==> src/rtl/tvs_pkg.sv <==
`default_nettype none

package tvs_pkg;

  // Width of the high and low run counters
  localparam int CNT_W = 16;
  localparam int THR_W = 16;
  localparam int CMP_W = (CNT_W > THR_W) ? CNT_W : THR_W;

  localparam int CFG_IDX_W = 8;
  localparam int OUT_W     = 8;

  // Register indexes on the configuration port
  localparam logic [CFG_IDX_W-1:0] REG_INIT_HIGH    = CFG_IDX_W'(0);
  localparam logic [CFG_IDX_W-1:0] REG_RUNNING_HIGH = CFG_IDX_W'(1);
  localparam logic [CFG_IDX_W-1:0] REG_OPEN_LOW     = CFG_IDX_W'(2);
  localparam logic [CFG_IDX_W-1:0] REG_DEBOUNCE     = CFG_IDX_W'(3);

  localparam logic [THR_W-1:0] INIT_HIGH_RST    = THR_W'(1000);
  localparam logic [THR_W-1:0] RUNNING_HIGH_RST = THR_W'(10000);
  localparam logic [THR_W-1:0] OPEN_LOW_RST     = THR_W'(5000);
  localparam logic [THR_W-1:0] DEBOUNCE_RST     = THR_W'(50);

  // Operation codes of an input item
  localparam logic OP_TICK  = 1'b0;
  localparam logic OP_CLOSE = 1'b1;

  // State codes as reported on the result
  localparam logic [2:0] CODE_INIT              = 3'd0;
  localparam logic [2:0] CODE_INIT_HIGH_WAIT    = 3'd1;
  localparam logic [2:0] CODE_OPEN              = 3'd2;
  localparam logic [2:0] CODE_OPEN_LOW_WAIT     = 3'd3;
  localparam logic [2:0] CODE_RUNNING           = 3'd4;
  localparam logic [2:0] CODE_RUNNING_HIGH_WAIT = 3'd5;

  typedef enum logic [5:0] {
    PH_INIT              = 6'b000001,
    PH_INIT_HIGH_WAIT    = 6'b000010,
    PH_OPEN              = 6'b000100,
    PH_OPEN_LOW_WAIT     = 6'b001000,
    PH_RUNNING           = 6'b010000,
    PH_RUNNING_HIGH_WAIT = 6'b100000
  } phase_t;

  typedef struct packed {
    logic [THR_W-1:0] init_high;
    logic [THR_W-1:0] running_high;
    logic [THR_W-1:0] open_low;
    logic [THR_W-1:0] debounce;
  } cfg_t;

  typedef struct packed {
    logic [2:0] state_code;
    logic       open;
  } res_t;

  function automatic logic [CNT_W-1:0] sat_inc(input logic [CNT_W-1:0] v);
    return (v == {CNT_W{1'b1}}) ? v : v + CNT_W'(1);
  endfunction

  function automatic logic reached(input logic [CNT_W-1:0] count,
                                   input logic [THR_W-1:0] limit);
    return CMP_W'(count) >= CMP_W'(limit);
  endfunction

  function automatic logic [2:0] phase_code(input phase_t ph);
    logic [2:0] code;
    unique case (ph)
      PH_INIT:              code = CODE_INIT;
      PH_INIT_HIGH_WAIT:    code = CODE_INIT_HIGH_WAIT;
      PH_OPEN:              code = CODE_OPEN;
      PH_OPEN_LOW_WAIT:     code = CODE_OPEN_LOW_WAIT;
      PH_RUNNING:           code = CODE_RUNNING;
      PH_RUNNING_HIGH_WAIT: code = CODE_RUNNING_HIGH_WAIT;
      default:              code = CODE_INIT;
    endcase
    return code;
  endfunction

endpackage

`default_nettype wire

==> src/rtl/timed_valve_sequencer_top.sv <==
`default_nettype none
// Each result is registered into the output register, or into the skid while the output is stalled.
// Throughput: one item per clock while the skid is empty; a one-entry skid keeps s_tready high
// while the output is stalled, so intake stops only with two results held.
// Reset (rst, synchronous): state INIT, counters cleared, valve closed,
// thresholds back to 1000/10000/5000/50, output and skid empty.
module timed_valve_sequencer_top
  import tvs_pkg::*;
(
  input  wire                  clk,
  input  wire                  rst,
  input  wire                  s_tvalid,
  output logic                 s_tready,
  input  wire  [7:0]           s_tdata,   // [0] request_level
  input  wire                  s_tuser,   // [0] operation
  output logic                 m_tvalid,
  input  wire                  m_tready,
  output logic [OUT_W-1:0]     m_tdata,   // [0] valve_drive_pin, [3:1] current_state,
                                          // [4] valve_is_open
  input  wire                  cfg_valid,
  output logic                 cfg_ready,
  input  wire  [CFG_IDX_W-1:0] cfg_index,
  input  wire  [THR_W-1:0]     cfg_data
);

  cfg_t cfg;
  res_t res;
  res_t out_res, skid_res;
  logic skid_valid;
  logic in_xfer, out_xfer;

  assign cfg_ready = 1'b1;

  always_ff @(posedge clk) begin
    if (rst) begin
      cfg.init_high    <= INIT_HIGH_RST;
      cfg.running_high <= RUNNING_HIGH_RST;
      cfg.open_low     <= OPEN_LOW_RST;
      cfg.debounce     <= DEBOUNCE_RST;
    end else if (cfg_valid) begin
      unique case (cfg_index)
        REG_INIT_HIGH:    cfg.init_high    <= cfg_data;
        REG_RUNNING_HIGH: cfg.running_high <= cfg_data;
        REG_OPEN_LOW:     cfg.open_low     <= cfg_data;
        REG_DEBOUNCE:     cfg.debounce     <= cfg_data;
        default: ;
      endcase
    end
  end

  assign s_tready = !skid_valid;
  assign in_xfer  = s_tvalid && s_tready;
  assign out_xfer = m_tvalid && m_tready;

  tvs_core u_core (
    .clk           (clk),
    .rst           (rst),
    .step          (in_xfer),
    .operation     (s_tuser),
    .request_level (s_tdata[0]),
    .cfg           (cfg),
    .res           (res)
  );

  always_ff @(posedge clk) begin
    if (rst) begin
      m_tvalid   <= 1'b0;
      skid_valid <= 1'b0;
    end else if (skid_valid) begin
      if (out_xfer) begin
        skid_valid <= 1'b0;
      end
    end else if (in_xfer) begin
      if (!m_tvalid || out_xfer) begin
        m_tvalid <= 1'b1;
      end else begin
        skid_valid <= 1'b1;
      end
    end else if (out_xfer) begin
      m_tvalid <= 1'b0;
    end
  end

  always_ff @(posedge clk) begin
    if (skid_valid) begin
      if (out_xfer) begin
        out_res <= skid_res;
      end
    end else if (in_xfer) begin
      if (!m_tvalid || out_xfer) begin
        out_res <= res;
      end else begin
        skid_res <= res;
      end
    end
  end

  assign m_tdata = {3'b000, out_res.open, out_res.state_code, !out_res.open};

  a_skid_implies_out: assert property (@(posedge clk) disable iff (rst)
    skid_valid |-> m_tvalid)
    else $error("skid holds a result while output is empty");

  a_stall_holds: assert property (@(posedge clk) disable iff (rst)
    m_tvalid && !m_tready |=> m_tvalid && $stable(m_tdata))
    else $error("stalled result changed");

  a_pin_inverse: assert property (@(posedge clk) disable iff (rst)
    m_tvalid |-> m_tdata[0] != m_tdata[4])
    else $error("valve pin not inverse of open flag");

  a_state_range: assert property (@(posedge clk) disable iff (rst)
    m_tvalid |-> m_tdata[3:1] != 3'd6 && m_tdata[3:1] != 3'd7)
    else $error("unused state code on output");

endmodule

`default_nettype wire

==> src/rtl/tvs_core.sv <==
`default_nettype none

module tvs_core
  import tvs_pkg::*;
(
  input  wire  clk,
  input  wire  rst,
  input  wire  step,
  input  wire  operation,
  input  wire  request_level,
  input  cfg_t cfg,
  output res_t res
);

  phase_t           phase, phase_next;
  logic [CNT_W-1:0] high_cnt, high_cnt_next;
  logic [CNT_W-1:0] low_cnt, low_cnt_next;
  logic             open_flag, open_flag_next;

  logic [CNT_W-1:0] high_inc, low_inc;
  logic [THR_W-1:0] open_limit;

  assign high_inc   = sat_inc(high_cnt);
  assign low_inc    = sat_inc(low_cnt);
  assign open_limit = (phase == PH_RUNNING_HIGH_WAIT) ? cfg.running_high : cfg.init_high;

  always_comb begin
    phase_next     = phase;
    high_cnt_next  = high_cnt;
    low_cnt_next   = low_cnt;
    open_flag_next = open_flag;
    if (operation == OP_CLOSE) begin
      phase_next     = PH_INIT;
      high_cnt_next  = '0;
      low_cnt_next   = '0;
      open_flag_next = 1'b0;
    end else begin
      unique case (phase)
        PH_INIT: begin
          if (request_level) begin
            high_cnt_next = CNT_W'(1);
            low_cnt_next  = '0;
            phase_next    = PH_INIT_HIGH_WAIT;
          end else begin
            low_cnt_next  = low_inc;
            high_cnt_next = '0;
          end
        end
        PH_INIT_HIGH_WAIT, PH_RUNNING_HIGH_WAIT: begin
          if (request_level) begin
            high_cnt_next = high_inc;
            low_cnt_next  = '0;
            if (reached(high_inc, open_limit)) begin
              open_flag_next = 1'b1;
              phase_next     = PH_OPEN;
            end
          end else begin
            high_cnt_next = '0;
            low_cnt_next  = low_inc;
            if (reached(low_inc, cfg.debounce)) begin
              low_cnt_next = '0;
              phase_next   = (phase == PH_RUNNING_HIGH_WAIT) ? PH_RUNNING : PH_INIT;
            end
          end
        end
        PH_OPEN: begin
          high_cnt_next = '0;
          low_cnt_next  = '0;
          phase_next    = PH_OPEN_LOW_WAIT;
        end
        PH_OPEN_LOW_WAIT: begin
          if (!request_level) begin
            low_cnt_next  = low_inc;
            high_cnt_next = '0;
            if (reached(low_inc, cfg.open_low)) begin
              open_flag_next = 1'b0;
              phase_next     = PH_RUNNING;
            end
          end else begin
            high_cnt_next = high_inc;
            low_cnt_next  = '0;
            if (reached(high_inc, cfg.debounce)) begin
              phase_next = PH_OPEN;
            end
          end
        end
        PH_RUNNING: begin
          high_cnt_next = '0;
          low_cnt_next  = '0;
          if (request_level) begin
            phase_next = PH_RUNNING_HIGH_WAIT;
          end
        end
        default: begin
          phase_next = PH_INIT;
        end
      endcase
    end
  end

  always_ff @(posedge clk) begin
    if (rst) begin
      phase     <= PH_INIT;
      high_cnt  <= '0;
      low_cnt   <= '0;
      open_flag <= 1'b0;
    end else if (step) begin
      phase     <= phase_next;
      high_cnt  <= high_cnt_next;
      low_cnt   <= low_cnt_next;
      open_flag <= open_flag_next;
    end
  end

  // Result reflects the state after this item's update
  assign res.state_code = phase_code(phase_next);
  assign res.open       = open_flag_next;

  // valve is commanded open exactly in the two open states
  a_open_matches_phase: assert property (@(posedge clk) disable iff (rst)
    open_flag == ((phase == PH_OPEN) || (phase == PH_OPEN_LOW_WAIT)))
    else $error("open flag disagrees with phase");

  a_close_clears: assert property (@(posedge clk) disable iff (rst)
    step && operation == OP_CLOSE |=> phase == PH_INIT && high_cnt == '0 && low_cnt == '0)
    else $error("force close did not clear state");

  a_hold_when_idle: assert property (@(posedge clk) disable iff (rst)
    !step |=> $stable(phase) && $stable(high_cnt) && $stable(low_cnt))
    else $error("state moved without a transfer");

  a_runs_exclusive: assert property (@(posedge clk) disable iff (rst)
    high_cnt == '0 || low_cnt == '0)
    else $error("high and low runs both nonzero");

endmodule

`default_nettype wire

==> config.mk <==
export PLATFORM = sky130hd
export DESIGN_NAME = timed_valve_sequencer_top
export DESIGN_NICKNAME = d
export VERILOG_FILES = /design/src/rtl/tvs_pkg.sv /design/src/rtl/timed_valve_sequencer_top.sv /design/src/rtl/tvs_core.sv
export SDC_FILE = /design/constraint.sdc
export NUM_CORES = 1
export LEC_CHECK = 0
export ABC_AREA = 1
export BUFFER_PORTS_ARGS = -buffer_cell sky130_fd_sc_hd__buf_2
export CAP_MARGIN = 20
export CORE_UTILIZATION = 45
export CTS_BUF_LIST = sky130_fd_sc_hd__clkbuf_4 sky130_fd_sc_hd__clkbuf_8
export DETAILED_ROUTE_END_ITERATION = 6
export GPL_TIMING_DRIVEN = 0
export HOLD_SLACK_MARGIN = 0.06
export MAX_ROUTING_LAYER = met4
export SLEW_MARGIN = 0
export SYNTH_ARGS = -nofsm -noshare
export SYNTH_HDL_FRONTEND = slang
export SYNTH_SLANG_ARGS = --single-unit
==> constraint.sdc <==
create_clock -name clk -period 3.6 [get_ports clk]
set_clock_uncertainty 0.15 [all_clocks]
set_input_delay 0.18 -clock clk [delete_from_list [all_inputs] [get_ports clk]]
set_output_delay 0.18 -clock clk [all_outputs]
set_load 0.01 [all_outputs]
==> out/metrics.cfg <==
[layout]
final_util_pct=56.5
diodes=0
layout-drive-gt1-share_pct=15.5
nNetsFinal=1186
area_growth_pct=20.8

[place]
numPortBuffers=36
hpwl_um=14300
place_ws_ns=-0.251
globalplace.congestion=0.868

[worst_setup_path]
cp_slowest_stage_delay_ns=0.38
crit_path_end_kind=register
arrival_ns=3.44
crit_buf_inv=1
required_ns=3.65
crit_family=simple AND/OR/NAND/NOR gates
r2r-start=u_core.low_cnt[2]
cp_cell_sequence=nand3_2 > nor3_4 > nand3_2 > nor2_2 > buf_4 > nand3_1 > a21oi_2 > o21ai_2 > ha_1 > nand2_1 > nor4_2 > nand2_2 > nand2_2 > nand2_1 > nand3_1 > nand2_1 > nand2_1 > nand3_1 > nand2_1 > nand2_1
crit_fanout=4
path_common_cell=nand2_1
startpoint=u_core.low_cnt[2]
critPathSlowestCell=dfxtp_2
worstSetupPathType=register to register
worst_setup_path_start_kind=register

[yosys]
postSynth.asyncResetShare_pct=0
yosysTopAreaCellShare_pct=30.5
synth-seq-cells=113
syn_inst=987
ys.warnings.count=0
ys_types=46
synth_area_um2=6900
syn_avg_cell_area_um2=6.99
synth.area.top_cells=dfxtp_1 (30%), nand2_1 (14%), ha_1 (12%)
seq_area_frac_synth_pct=34.0
yosys.area.top_type=dfxtp_1
synth-edff-count=8
synth_top_flop_cell=dfxtp_1

[die]
die_height_um=126
die_w_um=126
start_util_pct=46.7
rows=44
io_pins=49
core-area_um2=14800
dieArea_um2=15800

[timing]
finalCriticalPeriod_ns=3.39
timing.slew.headroom_pct=50.3
finalWorstSetupSlack_ns=0.209
setup-violations-final=0
hold_ws_ns=0.106
final_hold_viol_count=0
max_freq_mhz=295
slew_violations=0
rsz0062_at_grt=yes
final.setup.tns_ns=0
worst_slew_pin_slew_ns=0.745
fin_crit_sh_pct=94.2

[grt]
grt_max_degree=17
grtUsageTotal_pct=25.9
antenna_found_initial=0
grt_overflow=0
grt_pass1_vias=5927
grt_pass1_wl_um=30600

[pwr]
irDropWorstVdd_uv=240
comb_power_share_pct=7.5
p_sw_share_pct=23.9
pwr-share-seq_pct=44.0
intPower_uw=2230
power.density_nw_per_um2=351
leakage_uw=0.00397
p_sw_uw=700
p_total_uw=2930
clockPowerShare_pct=48.4

[worst_hold_path]
holdCritStartpoint=s_tuser
hold_class=input port to register

[detailed_routing]
drc=0
vias=6538
via_per_inst=5.12
ant_nets=0
wl_um=19100
avgRoutedWirePerCell_um=15.0
drt-initial-drc-count=430
dr.pass1.iters=5

[cts]
numCtsBuffers=17
numClockSinks=113
cts_tree=built
clock_latency_ns=0.44
cts_root_buffer=clkbuf_8
htree_levels=4
cts_buffer_depth=2
path_clk_slew_ns=0.07

[outcome]
outcome=completed

[run]
cap_violations=0

==> path summary, 6_finish.rpt <==
kind,cells past startpoint,to,slack (ns)
setup / recovery,20,m_tdata[1],0.21
hold reg to reg,2,cfg[20],0.32
hold / removal,4,u_core.phase[4],0.11
setup reg to reg,20,m_tdata[1],0.21
==> cell usage in the layout (no fill, tap or decap), types with 3 or more instances in the layout <==
master         count
clkbuf_1          19
a21oi_2            4
buf_4             22
a22oi_1            3
dlygate4sd3_1     22
o21ai_0           69
dfxtp_1           96
nand2_1          248
buf_2             41
nor2_2             6
o211ai_1           8
inv_1             98
nand2_2            9
xor2_1             8
dfxtp_2            6
ha_1              64
nand3_1           34
dfxtp_4            3
bufinv_16          5
nor3_1             8
inv_2             12
conb_1             4
nor2_4             6
nand3_2            4
nor3_4             4
edfxtp_1           8
nand4_1           13
nor2_1           102
clkbuf_8          19
mux2i_1           15
clkinv_2           3
a21oi_1           89
xnor2_1            5
==> repair_timing <==
| action | CTS | global route |
|---|---|---|
| hold buffers | 22 | 0 |
| pin swaps | 2 | 9 |
| setup endpoints to repair | 23 | 30 |
| setup buffers | 6 | 10 |
| gates resized for setup | 14 | 49 |
| gates cloned | 0 | 0 |
| endpoints found under the hold margin | 70 | 0 |
==> sequential cells by signal, indices dropped and copies added, names as in the netlist <==
register and count:
u_core.open_flag 1, m_tdata 4, u_core.high_cnt 16, cfg 64, u_core.phase 6, skid_res 4, m_tvalid 1, u_core.low_cnt 16
skid_valid 1
==> per-stage QoR <==
step | instances | instance area [µm²]
4_1_cts | 1268 | 8090
6_report | 1278 | 8330
3_5_place_dp | 1209 | 7310
3_3_place_gp | 1209 | 7310
2_1_floorplan | 989 | 6900
5_1_grt | 1278 | 8330
==> layer usage <==
metal	vias to the layer above	track usage [%]	wire (µm)
li1	3414	-	-
met5	-	-	0
met3	19	4.89	799
met2	151	42.4	9030
met1	2954	33.0	9080
met4	0	6.09	235
==> layout make-up <==
class,instances,area [µm²]
Sequential cell,113,2360
Tap cell,184,230
Timing Repair Buffer,74,520
Multi-Input combinational cell,731,4170
Inverter,113,427
Buffer,32,164
Fill cell,1458,6420
Clock buffer,21,277
Clock inverter,10,183
==> cells by family after synthesis <==
kind of cell / synth area share (%)
buffers and inverters: 8.51
muxes: 2.18
other: 0.109
AOI/OAI and AO/OA: 14.1
xor gates and xnor gates: 2.03
and+or+nand+nor: 27.1
adders and majority gates: 12.0
DFF: 34.0
==> Yosys cell counts, drive strengths merged (14+ instances only) <==
master,instances
inv,110
nand2,259
nand4,14
ha,66
a21oi,94
nand3,39
mux2i,15
o21ai,72
nor2,114
dfxtp,105
clkbuf,19
==> tightest hold or removal path: stages <==
cell and delay, ns:
buf_2 0.11, inv_1 0.15, nand2_1 0.14, a21oi_1 0.06
==> power by group through the flow <==
stage	combinational, µW	clock (µW)	sequential, µW
final	221	1420	1290
after global routing	245	1490	1290
after CTS	219	1440	1290
after detailed placement	199	0	1320
after global placement	198	0	1320
after floorplan	120	0	1320
(Power assumes the default switching activity.)
